### src/rtl/rtpd_pkg.sv
// ----------------------------------------------------------------------------
// rtpd_pkg
// Shared constants, word types and the arctangent table for the
// rectangular-to-polar unit.
// ----------------------------------------------------------------------------
package rtpd_pkg;

    localparam int DATA_WIDTH = 16;
    localparam int ITERATIONS = 16;

    localparam int ROOT_W     = DATA_WIDTH;
    localparam int RAD_W      = 2 * DATA_WIDTH;
    localparam int ROOT_BIT_W = $clog2(ROOT_W);
    localparam int N_CELLS    = (ITERATIONS > ROOT_W) ? ITERATIONS : ROOT_W;
    localparam int CELL_IDX_W = $clog2(N_CELLS);

    localparam int XY_W     = 64;
    localparam int SCALE_SH = 60 - DATA_WIDTH;
    localparam int Z_W      = 26;
    localparam int ANG_W    = 17;

    localparam logic signed [Z_W-1:0] BASE_HALF      = Z_W'(180 * 65536);
    localparam logic signed [Z_W-1:0] FULL_TURN_FINE = Z_W'(360 * 65536);
    localparam logic [Z_W-1:0]        ROUND_HALF     = Z_W'(128);

    localparam logic [ANG_W-1:0] ANG_0         = ANG_W'(0);
    localparam logic [ANG_W-1:0] ANG_90        = ANG_W'(90 * 256);
    localparam logic [ANG_W-1:0] ANG_180       = ANG_W'(180 * 256);
    localparam logic [ANG_W-1:0] ANG_270       = ANG_W'(270 * 256);
    localparam logic [ANG_W-1:0] FULL_TURN_OUT = ANG_W'(360 * 256);

    typedef struct packed {
        logic signed [DATA_WIDTH-1:0] real_part;
        logic signed [DATA_WIDTH-1:0] imag_part;
    } t_in_word;

    typedef struct packed {
        logic [DATA_WIDTH-1:0] magnitude;
        logic [ANG_W-1:0]      angle_deg;
    } t_out_word;

    typedef struct packed {
        logic signed [XY_W-1:0] x;
        logic signed [XY_W-1:0] y;
        logic signed [Z_W-1:0]  z;
        logic [RAD_W-1:0]       rem;
        logic [ROOT_W-1:0]      root;
        logic                   spec;
        logic [ANG_W-1:0]       spec_ang;
    } t_cell_data;

    // Arctangent of 2^-i in units of 1/65536 degree, rounded to nearest.
    function automatic logic signed [Z_W-1:0] atan_fine(input logic [4:0] idx);
        case (idx)
            5'd0:    atan_fine = Z_W'(2949120);
            5'd1:    atan_fine = Z_W'(1740967);
            5'd2:    atan_fine = Z_W'(919879);
            5'd3:    atan_fine = Z_W'(466945);
            5'd4:    atan_fine = Z_W'(234379);
            5'd5:    atan_fine = Z_W'(117304);
            5'd6:    atan_fine = Z_W'(58666);
            5'd7:    atan_fine = Z_W'(29335);
            5'd8:    atan_fine = Z_W'(14668);
            5'd9:    atan_fine = Z_W'(7334);
            5'd10:   atan_fine = Z_W'(3667);
            5'd11:   atan_fine = Z_W'(1833);
            5'd12:   atan_fine = Z_W'(917);
            5'd13:   atan_fine = Z_W'(458);
            5'd14:   atan_fine = Z_W'(229);
            5'd15:   atan_fine = Z_W'(115);
            5'd16:   atan_fine = Z_W'(57);
            5'd17:   atan_fine = Z_W'(29);
            5'd18:   atan_fine = Z_W'(14);
            5'd19:   atan_fine = Z_W'(7);
            5'd20:   atan_fine = Z_W'(4);
            5'd21:   atan_fine = Z_W'(2);
            5'd22:   atan_fine = Z_W'(1);
            default: atan_fine = Z_W'(0);
        endcase
    endfunction

endpackage

### src/rtl/rtpd_back.sv
// ----------------------------------------------------------------------------
// rtpd_back
// Output stage: rounds the root, folds and rounds the angle, applies the axis
// cases and holds the result word.
// ----------------------------------------------------------------------------
module rtpd_back (
    input  logic                 i_clk,
    input  logic                 i_rst_n,
    input  logic                 i_en,
    input  logic                 i_vld,
    input  rtpd_pkg::t_cell_data i_data,
    output logic                 o_vld,
    output rtpd_pkg::t_out_word  o_word
);
    import rtpd_pkg::*;

    logic signed [Z_W-1:0] z_wrap;
    logic [Z_W-1:0]        z_round;
    logic [ANG_W-1:0]      ang_raw;
    logic [ANG_W-1:0]      ang_fold;
    logic [ROOT_W-1:0]     mag;
    t_out_word             n_word;

    logic                  r_vld;
    t_out_word             r_word;

    always_comb begin
        if (i_data.z[Z_W-1]) begin
            z_wrap = i_data.z + FULL_TURN_FINE;
        end else if (i_data.z >= FULL_TURN_FINE) begin
            z_wrap = i_data.z - FULL_TURN_FINE;
        end else begin
            z_wrap = i_data.z;
        end
        z_round  = z_wrap + ROUND_HALF;
        ang_raw  = z_round[ANG_W+7:8];
        ang_fold = (ang_raw >= FULL_TURN_OUT) ? ang_raw - FULL_TURN_OUT : ang_raw;

        mag = (i_data.rem > RAD_W'(i_data.root)) ? i_data.root + ROOT_W'(1) : i_data.root;

        n_word.magnitude = mag;
        n_word.angle_deg = i_data.spec ? i_data.spec_ang : ang_fold;
    end

    always_ff @(posedge i_clk) begin
        if (!i_rst_n) begin
            r_vld <= 1'b0;
        end else if (i_en) begin
            r_vld <= i_vld;
        end
    end

    always_ff @(posedge i_clk) begin
        if (i_en) begin
            r_word <= n_word;
        end
    end

    assign o_vld  = r_vld;
    assign o_word = r_word;

    a_angle_range: assert property (@(posedge i_clk) disable iff (!i_rst_n)
        r_vld |-> (r_word.angle_deg < FULL_TURN_OUT))
        else $error("Output angle is not below a full turn.");

endmodule

### config.mk
export PLATFORM = sky130hd
export DESIGN_NAME = rtpd_back
export DESIGN_NICKNAME = d
export VERILOG_FILES = /design/src/rtl/rtpd_pkg.sv /design/src/rtl/rtpd_back.sv
export SDC_FILE = /design/constraint.sdc
export NUM_CORES = 1
export LEC_CHECK = 0
export BUFFER_PORTS_ARGS = -buffer_cell sky130_fd_sc_hd__buf_4
export CORE_AREA = 2 2 101 103
export CTS_BUF_LIST = sky130_fd_sc_hd__clkbuf_4
export CTS_CLUSTER_DIAMETER = 50
export DETAILED_ROUTE_END_ITERATION = 8
export DIE_AREA = 0 0 103 105
export PLACE_DENSITY_LB_ADDON = 0.2
export REMOVE_ABC_BUFFERS = 1
export SLEW_MARGIN = 30
export SYNTH_ARGS = -nofsm -noshare
export SYNTH_HDL_FRONTEND = slang
export SYNTH_SLANG_ARGS = --single-unit
### constraint.sdc
create_clock -name i_clk -period 7.9 [get_ports i_clk]
set_input_delay 1.185 -clock i_clk [delete_from_list [all_inputs] [get_ports i_clk]]
set_output_delay 1.185 -clock i_clk [all_outputs]
set_load 0.01 [all_outputs]
==> metrics.md <==
| Metric | Value |
|---|---|
| Mapped Cells | 326 |
| Drt pass-1 iters | 6 |
| Setup Viol. Count Final | 0 |
| Max Cap Violations | 0 |
| Core area | ~9600 µm² |
| H-tree levels | 2 |
| Layout cells sized above 1 | 33.18% |
| Crit end category | flop |
| Leading cell type in the layout, fill and taps excluded | buf_4 |
| Cell Area, Synth | approximately 3000 µm² |
| Final min period | around 4 ns |
| CTS max path bufs | 2 |
| Post-route setup TNS | 0 ns |
| Hold Path Cell Cnt | 2 |
| RSZ-0062 raised after global routing | no |
| Leading area contributor after synthesis | edfxtp_1 |
| Syn avg cell area | around 9.2 µm² |
| Final Wtd Congestion | roughly 0.87 |
| Top Family by Delay on Critical Path | compound AO/OA/AOI/OAI gates |
| First-pass GRT wire length | about 13 mm |
| WP data required | 7.99 ns |
| Vias | approximately 2,800 |
| Largest net degree at the start of global routing | 35 |
| Antenna violations before repair | 0 |
| Total GRT Usage | between 10% and 20% |
| Flop2flop setup slack | 7.30 ns |
| Vias in the first global route | 2,633 |
| Die area | ~11,000 µm² |
| Die Wd | 103 µm |
| Ant diodes | 0 |
| Total gr overflow | 0 |
| Via/cell ratio | just under 5 |
| Max-Slew Margin vs Limit | about 52% |
| CP peak stage delay | roughly 0.64 ns |
| Initial DRC Count | 80 |
| Worst r2r path cells | 2 |
| CTS tree | yes |
| Peak supply drop | roughly 0.088 mV |
| Crit path cell chain | buf_4 -> inv_1 -> ha_1 -> nor2_1 -> a32oi_1 -> mux2i_1 -> nor2_1 -> a31o_1 -> a211oi_2 -> nor2_2 -> o311a_2 -> a2111oi_0 -> nor2_1 |
| DRC viols | 0 |
| Util after Layout | 42.29% |
| Synth top area cells | edfxtp_1 33%, ha_1 8.4%, xnor2_1 7.6% |
| Startpoint types | input pin |
| Setup Skew | 0 ns |
| Final Hold Fails | 0 |
| Most frequent cells in the layout | 122 x buf_4, 34 x nand2_1, 33 x edfxtp_1 |
| Clk Latency, worst-skew pair | 0.34 ns |
| Final period util | between 50% and 60% |
| Routed Antenna Nets | 0 |
| Worst-path clk slew | approximately 0.12 ns |
| Worst-path maximum fanout | 10 |
| LEAKAGE | 1.766 nW |
| CP max-delay cell | mux2i_1 |
| CTS root buffer | clkbuf_4 |
| Pwr dens | between 100 and 150 nW/µm² |
| Post-synth cell types | between 50 and 60 |
| Sequential element share of the synthesized area | 33.78% |
| WL/cell | approximately 15 µm |
| Die span in y | 105 µm |
| Routed WL | roughly 8.6 mm |
| Levels on crit path | 13 |
| Critical path type | input pin to flop |
| Clk sinks | 34 |
| Asr flop ratio synth | 0% |
| Num CTS Buffers | 5 |
| Post-synth EDFFs | 33 |
| Hold Buf Count CTS | 0 |
| Outcome | completed |
| Synth top area share | around a third |
| Hold Path Class | flop to flop |
| Port buffer count | about 120 |
| Fmax | 245.2 MHz |
| Area added between synthesis and finish | 36.20% |
| Hpwl dp | between 6 and 7 mm |
| Post-CTS resize count | 0 |
| Power, Total | 529.9 µW |
| Worst-Margin Slew | 0.7057 ns |
| I/O Pins | ~260 |
| Pins Over Slew Limit | 0 |
| Synth Flop Type | edfxtp_1 |
| FP Rows | 36 |
| Crit path DAT | 4.17 ns |
| Initial Utilization | 31.05% |
| Crit path top cell by count | nor2_1 |
| Nets@finish | between 600 and 700 |
| Post-CTS setup buffer count | 0 |
| Yosys reg bits | 34 |
| Sum of buffers and inverters on the critical path | 2 |
| YS warnings | 0 |
==> area by class of cell <==
cell class	instances	area [µm²]
fill	999	5563
multi-input combinational	254	1807
sequential	34	1011
timing repair buffer	122	915.9
tap	133	166.4
inverter	25	93.84
clock inverter	3	45.04
clock buffer	5	37.54
==> final timing paths <==
path / startpoint / endpoint
hold / removal: o_vld / o_vld
setup / recovery: i_data[86] / o_word[14]
setup reg to reg: o_vld / o_vld
hold reg to reg: o_vld / o_vld
==> flip-flops by register name, summed over array words and instances, names as in the netlist <==
signal  flops
o_word     33
o_vld       1
==> Yosys cell counts, drive strengths merged (2+ instances only) <==
library cell	instances
nor2b	5
buf	7
a32oi	2
o211ai	2
a211o	4
nand2	34
a211oi	3
and3	10
o21ai	22
inv	25
a21o	10
a2111oi	2
or3	2
edfxtp	33
a21oi	5
nor3	8
and2	6
nand3	15
o21bai	2
nor3b	2
nor2	20
clkbuf	6
nand4b	2
xnor2	26
mux2i	3
ha	20
nand4	14
xor2	8
mux2	4
nor4	6
==> cell families after synthesis <==
group / count (synthesis) / share of synthesized area (%)
compound gates: 66 / 17.14
xor+xnor: 34 / 9.950
fa+ha+maj: 20 / 8.361
buf+inv: 38 / 5.853
flops: 34 / 33.78
mux: 7 / 2.508
simple gates: 127 / 22.41
==> layer usage <==
metal,vias to the layer above,track usage [%],share of wire [%]
met5,-,0,0
met4,0,3.665,0.92
met3,5,2.274,6.0
met2,92,23.28,44
met1,1303,22.61,49
li1,1421,-,-
==> stage by stage <==
| step | area, µm² | setup WS, ns | hold WS, ns | std cells |
|---|---|---|---|---|
| after floorplan | 2912 | 4.138 | 0.5383 | 313 |
| after global placement | 3994 | 3.559 | 0.5052 | 568 |
| after detailed placement | 3994 | 3.479 | 0.5268 | 568 |
| after CTS | 4076 | 3.825 | 0.5452 | 576 |
| after global routing | 4076 | 3.621 | 0.5844 | 576 |
| final | 4076 | 3.821 | 0.5400 | 576 |
==> tightest hold or removal path, cell delays in order, from the launching register on <==
cell	delay [ns]
dfxtp_1	0.33
mux2i_1	0.12
nor2b_1	0.06
==> power breakdown <==
part,switching [mW],internal (mW)
combinational,0.0872,0.0874
sequential,0.00531,0.218
clock,0.0657,0.0664
total,0.158,0.372
Note: power is estimated with default switching activity, not from simulation.
