File: config.mk
export PLATFORM = sky130hd
export DESIGN_NAME = rtpd_front
export DESIGN_NICKNAME = d
export VERILOG_FILES = /design/src/rtl/rtpd_pkg.sv /design/src/rtl/rtpd_front.sv
export SDC_FILE = /design/constraint.sdc
export NUM_CORES = 1
export LEC_CHECK = 0
export ABC_AREA = 1
export BUFFER_PORTS_ARGS = -buffer_cell sky130_fd_sc_hd__buf_2
export CAP_MARGIN = 20
export CORE_ASPECT_RATIO = 1.5
export CORE_MARGIN = 4
export CORE_UTILIZATION = 30
export CTS_CLUSTER_SIZE = 20
export DETAILED_ROUTE_END_ITERATION = 6
export SLEW_MARGIN = 40
export SYNTH_ARGS = -nofsm -noshare
export SYNTH_HDL_FRONTEND = slang
export SYNTH_SLANG_ARGS = --single-unit
File: constraint.sdc
create_clock -name i_clk -period 8.4 [get_ports i_clk]
set_input_delay 0.84 -clock i_clk [delete_from_list [all_inputs] [get_ports i_clk]]
set_output_delay 0.84 -clock i_clk [all_outputs]
set_load 0.02 [all_outputs]
File: src/rtl/rtpd_pkg.sv
// ----------------------------------------------------------------------------
// rtpd_pkg
// Shared constants, word types and the arctangent table for the
// rectangular-to-polar unit.
// ----------------------------------------------------------------------------
package rtpd_pkg;

    localparam int DATA_WIDTH = 16;
    localparam int ITERATIONS = 16;

    localparam int ROOT_W     = DATA_WIDTH;
    localparam int RAD_W      = 2 * DATA_WIDTH;
    localparam int ROOT_BIT_W = $clog2(ROOT_W);
    localparam int N_CELLS    = (ITERATIONS > ROOT_W) ? ITERATIONS : ROOT_W;
    localparam int CELL_IDX_W = $clog2(N_CELLS);

    localparam int XY_W     = 64;
    localparam int SCALE_SH = 60 - DATA_WIDTH;
    localparam int Z_W      = 26;
    localparam int ANG_W    = 17;

    localparam logic signed [Z_W-1:0] BASE_HALF      = Z_W'(180 * 65536);
    localparam logic signed [Z_W-1:0] FULL_TURN_FINE = Z_W'(360 * 65536);
    localparam logic [Z_W-1:0]        ROUND_HALF     = Z_W'(128);

    localparam logic [ANG_W-1:0] ANG_0         = ANG_W'(0);
    localparam logic [ANG_W-1:0] ANG_90        = ANG_W'(90 * 256);
    localparam logic [ANG_W-1:0] ANG_180       = ANG_W'(180 * 256);
    localparam logic [ANG_W-1:0] ANG_270       = ANG_W'(270 * 256);
    localparam logic [ANG_W-1:0] FULL_TURN_OUT = ANG_W'(360 * 256);

    typedef struct packed {
        logic signed [DATA_WIDTH-1:0] real_part;
        logic signed [DATA_WIDTH-1:0] imag_part;
    } t_in_word;

    typedef struct packed {
        logic [DATA_WIDTH-1:0] magnitude;
        logic [ANG_W-1:0]      angle_deg;
    } t_out_word;

    typedef struct packed {
        logic signed [XY_W-1:0] x;
        logic signed [XY_W-1:0] y;
        logic signed [Z_W-1:0]  z;
        logic [RAD_W-1:0]       rem;
        logic [ROOT_W-1:0]      root;
        logic                   spec;
        logic [ANG_W-1:0]       spec_ang;
    } t_cell_data;

    // Arctangent of 2^-i in units of 1/65536 degree, rounded to nearest.
    function automatic logic signed [Z_W-1:0] atan_fine(input logic [4:0] idx);
        case (idx)
            5'd0:    atan_fine = Z_W'(2949120);
            5'd1:    atan_fine = Z_W'(1740967);
            5'd2:    atan_fine = Z_W'(919879);
            5'd3:    atan_fine = Z_W'(466945);
            5'd4:    atan_fine = Z_W'(234379);
            5'd5:    atan_fine = Z_W'(117304);
            5'd6:    atan_fine = Z_W'(58666);
            5'd7:    atan_fine = Z_W'(29335);
            5'd8:    atan_fine = Z_W'(14668);
            5'd9:    atan_fine = Z_W'(7334);
            5'd10:   atan_fine = Z_W'(3667);
            5'd11:   atan_fine = Z_W'(1833);
            5'd12:   atan_fine = Z_W'(917);
            5'd13:   atan_fine = Z_W'(458);
            5'd14:   atan_fine = Z_W'(229);
            5'd15:   atan_fine = Z_W'(115);
            5'd16:   atan_fine = Z_W'(57);
            5'd17:   atan_fine = Z_W'(29);
            5'd18:   atan_fine = Z_W'(14);
            5'd19:   atan_fine = Z_W'(7);
            5'd20:   atan_fine = Z_W'(4);
            5'd21:   atan_fine = Z_W'(2);
            5'd22:   atan_fine = Z_W'(1);
            default: atan_fine = Z_W'(0);
        endcase
    endfunction

endpackage

File: src/rtl/rtpd_front.sv
// ----------------------------------------------------------------------------
// rtpd_front
// Entry stages: squares of both parts, half-plane fold and detection of the
// axis cases, then the starting word for the cell row.
// ----------------------------------------------------------------------------
module rtpd_front (
    input  logic                 i_clk,
    input  logic                 i_rst_n,
    input  logic                 i_en,
    input  logic                 i_vld,
    input  rtpd_pkg::t_in_word   i_word,
    output logic                 o_vld,
    output rtpd_pkg::t_cell_data o_data
);
    import rtpd_pkg::*;

    logic signed [DATA_WIDTH-1:0] re;
    logic signed [DATA_WIDTH-1:0] im;
    logic signed [DATA_WIDTH:0]   re_ext;
    logic signed [DATA_WIDTH:0]   im_ext;
    logic signed [RAD_W-1:0]      prod_re;
    logic signed [RAD_W-1:0]      prod_im;
    logic                         n_spec;
    logic [ANG_W-1:0]             n_spec_ang;
    t_cell_data                   n_data;

    logic                         r_vld_a;
    logic [RAD_W-1:0]             r_sq_re;
    logic [RAD_W-1:0]             r_sq_im;
    logic signed [DATA_WIDTH:0]   r_x0;
    logic signed [DATA_WIDTH:0]   r_y0;
    logic                         r_left;
    logic                         r_spec;
    logic [ANG_W-1:0]             r_spec_ang;
    logic                         r_vld_b;
    t_cell_data                   r_data;

    assign re      = i_word.real_part;
    assign im      = i_word.imag_part;
    assign re_ext  = {re[DATA_WIDTH-1], re};
    assign im_ext  = {im[DATA_WIDTH-1], im};
    assign prod_re = RAD_W'(re) * RAD_W'(re);
    assign prod_im = RAD_W'(im) * RAD_W'(im);

    always_comb begin
        n_spec     = 1'b0;
        n_spec_ang = ANG_0;
        if (re == '0) begin
            n_spec = 1'b1;
            if (im == '0) begin
                n_spec_ang = ANG_0;
            end else if (im[DATA_WIDTH-1]) begin
                n_spec_ang = ANG_270;
            end else begin
                n_spec_ang = ANG_90;
            end
        end else if (im == '0) begin
            n_spec     = 1'b1;
            n_spec_ang = re[DATA_WIDTH-1] ? ANG_180 : ANG_0;
        end
    end

    always_ff @(posedge i_clk) begin
        if (!i_rst_n) begin
            r_vld_a <= 1'b0;
            r_vld_b <= 1'b0;
        end else if (i_en) begin
            r_vld_a <= i_vld;
            r_vld_b <= r_vld_a;
        end
    end

    always_ff @(posedge i_clk) begin
        if (i_en) begin
            r_sq_re    <= prod_re;
            r_sq_im    <= prod_im;
            r_left     <= re[DATA_WIDTH-1];
            r_x0       <= re[DATA_WIDTH-1] ? -re_ext : re_ext;
            r_y0       <= re[DATA_WIDTH-1] ? -im_ext : im_ext;
            r_spec     <= n_spec;
            r_spec_ang <= n_spec_ang;
        end
    end

    always_comb begin
        n_data.x        = {{(XY_W-DATA_WIDTH-1){r_x0[DATA_WIDTH]}}, r_x0} << SCALE_SH;
        n_data.y        = {{(XY_W-DATA_WIDTH-1){r_y0[DATA_WIDTH]}}, r_y0} << SCALE_SH;
        n_data.z        = r_left ? BASE_HALF : '0;
        n_data.rem      = r_sq_re + r_sq_im;
        n_data.root     = '0;
        n_data.spec     = r_spec;
        n_data.spec_ang = r_spec_ang;
    end

    always_ff @(posedge i_clk) begin
        if (i_en) begin
            r_data <= n_data;
        end
    end

    assign o_vld  = r_vld_b;
    assign o_data = r_data;

endmodule

==> flow_summary.ini <==
[run_status]
run_status = finished, final reports clean

[final_layout]
fillerInstances = 10240
n_antenna_cell = 0
layout-drive-gt1-share = 0.07207
regArea_um2 = 5325
multi_input_area_um2 = 19470
fin_nets = 4291
syn_to_final_growth_pct = 6.423
fin_cells = 4858

[sta]
finalSetupViolCount = 0
layout_min_cycle_time_ps = 6184
fmax_mhz = 161.7
hold_viol = 0
rsz0062_at_grt = no
finalCritPeriodShare = 0.7362
relSlewSlack = 0.4065
finClkSkew_ps = 19.24
finalSetupTns_ps = 0
worstMarginPinSlew_ps = 881.0
slew_viol_final = 0

[worst_setup_path]
cp_data_arrival_time_ps = 6410
worst_setup_path_start_kind = input pin
critPathMaxFanout = 26
ff2ff_path_depth = 11
required_ps = 8630
end_kind = flop
crit_type = in -> reg

[synthesis]
post-synth-top-count-cell = inv_1
avgSynthCellArea_um2 = 8.389
synth_edf_count = 176
ys.flop_type = edfxtp_1
synth.yosys.seq_area_share = 0.1812
synth_seq_cells = 178
syn_area_um2 = 29400
synth_top_area_cell = fa_1
synth_cells = 3504
synthDistinctLibCells = 54
synth_top_cell_area_share = 0.3187
async_flop_share = 0
synth_area_leaders = fa_1 (32%), edfxtp_1 (18%), inv_1 (12%), nand2_1 (11%), ha_1 (9.4%)
netlist_top_cells_count = inv_1 (958), nand2_1 (826), fa_1 (468), ha_1 (220), edfxtp_1 (176)
ys_warn_count = 0

[min_path]
hp-class = reg -> reg
hold_path_depth = 0

[die]
fp.dieW_um = 263.6
initial_utilization = 0.3024
core-area_um2 = 97220
die_y_um = 391.4
die_area_um2 = 103200
boundaryPins = 257
fp-row-count = 140

[route]
dr.first_iter.drc_count = 811
first_pass_iters = 5
ant_nets = 0
viasPerCell = 4.319
via_count = 20981
drc = 0
wl_um = 72960
post_drt_wl_per_cell_um = 15.02

[clock_network]
cts_hold_buffers = 0
cts_setup_buffers = 0
h-tree-depth = 4
clockBufferDepth = 2
clk_latency_ps = 510
clk_pin_slew_ps = 90
root_buffer = clkbuf_16
cts_resized = 0
cts_tree = built
clock-sinks = 178
cts_made_buffers = 17

[global_route]
grt_pass1_wl_um = 119400
antenna_found_initial = 4
grt_use_total = 0.1475
overflow = 0
grt_pass1_vias = 22848
grt_max_degree = 88

[placed_design]
dp_hpwl_um = 62290
place_inst = 4826
port_buffers = 121
place_congestion = 0.8940

[run]
max-cap-violations = 0
-- through the flow --
step                hold slack, ps  cell area [um2]  utilization  setup slack (ps)
detailed placement           404.5            30690       0.3157              1696
global placement             400.8            30690       0.3157              1366
floorplan                    400.3            29900            -              2271
CTS                          417.5            31280       0.3218              2238
finish                       417.0            31280       0.3218              2216
global route                 426.4            31280       0.3218              1841
-- flip-flops by register name, indices dropped and copies added (netlist names) --
signal      count
r_x0           16
r_sq_re        31
r_spec_ang      6
o_vld           1
r_y0           16
r_sq_im        31
r_left          1
r_spec          1
o_data         74
r_vld_a         1
-- placed cells by master (no fill, tap or decap), drive strengths merged, types with 2 or more instances in the layout --
cell and instances:
nand4 33, a31o 3, nor3 29, or2 6
conb 136, a21oi 69, clkinv 11, nor4 3
clkbuf 18, edfxtp 176, fa 468, dfxtp 2
ha 220, nor3b 2, nand3 113, xor2 82
o211ai 2, nor2 168, nand2 848, xnor2 12
inv 978, a21o 4, nand3b 6, and2 5
o21bai 27, o21ai 30, buf 123
-- worst max-delay path: stages --
cell      delay (ps)
buf_2            450
inv_1            490
nor2_1           230
fa_1             450
fa_1             490
inv_1             50
fa_1             480
inv_1             50
fa_1             470
fa_1             490
inv_1             50
fa_1             470
inv_1             40
ha_1             400
nand2_1          130
inv_1             90
nand2_1           50
inv_1             90
nand2_1          110
clkinv_1          90
nand4_1          150
nand4_1          140
nand2_1          120
-- routing by layer --
layer / global-route usage / part of all wire / routed length (um)
met5: 0 / 0.00030 / 22
met4: 0.05313 / 0.032 / 2346
met3: 0.01735 / 0.038 / 2785
met2: 0.2946 / 0.56 / 40680
met1: 0.1573 / 0.37 / 27130
-- cell type report --
class                           count  area share
Clock buffer                       17     0.01360
Clock inverter                     15    0.005239
Multi-Input combinational cell   2271      0.6223
Sequential cell                   178      0.1702
Tap cell                         1278     0.05111
Inverter                          975      0.1171
Timing Repair Buffer              124     0.02044
-- final timing paths --
kind	startpoint	to	slack, ps
worst max-delay path	i_word[15]	r_sq_im[22]$_DFFE_PP_	2220
worst min-delay path	r_x0[9]$_DFFE_PP_	o_data[209]$_DFFE_PP_	420
worst max register to register	r_sq_im[2]$_DFFE_PP_	o_data[60]$_DFFE_PP_	6180
worst min register to register	r_x0[9]$_DFFE_PP_	o_data[209]$_DFFE_PP_	420
-- cells by family after synthesis --
group / count (synthesis) / synth area share
AOI/OAI and AO/OA: 139 / 0.02796
buffers and inverters: 1190 / 0.1738
other: 1 / 0.0001276
and+or+nand+nor: 1214 / 0.1766
DFF: 178 / 0.1812
adders and majority gates: 688 / 0.4124
xor gates and xnor gates: 94 / 0.02801
Power is left out: the tool's default activity adds up to more than one toggle a clock period on the data nets, which glitch-free logic cannot reach.
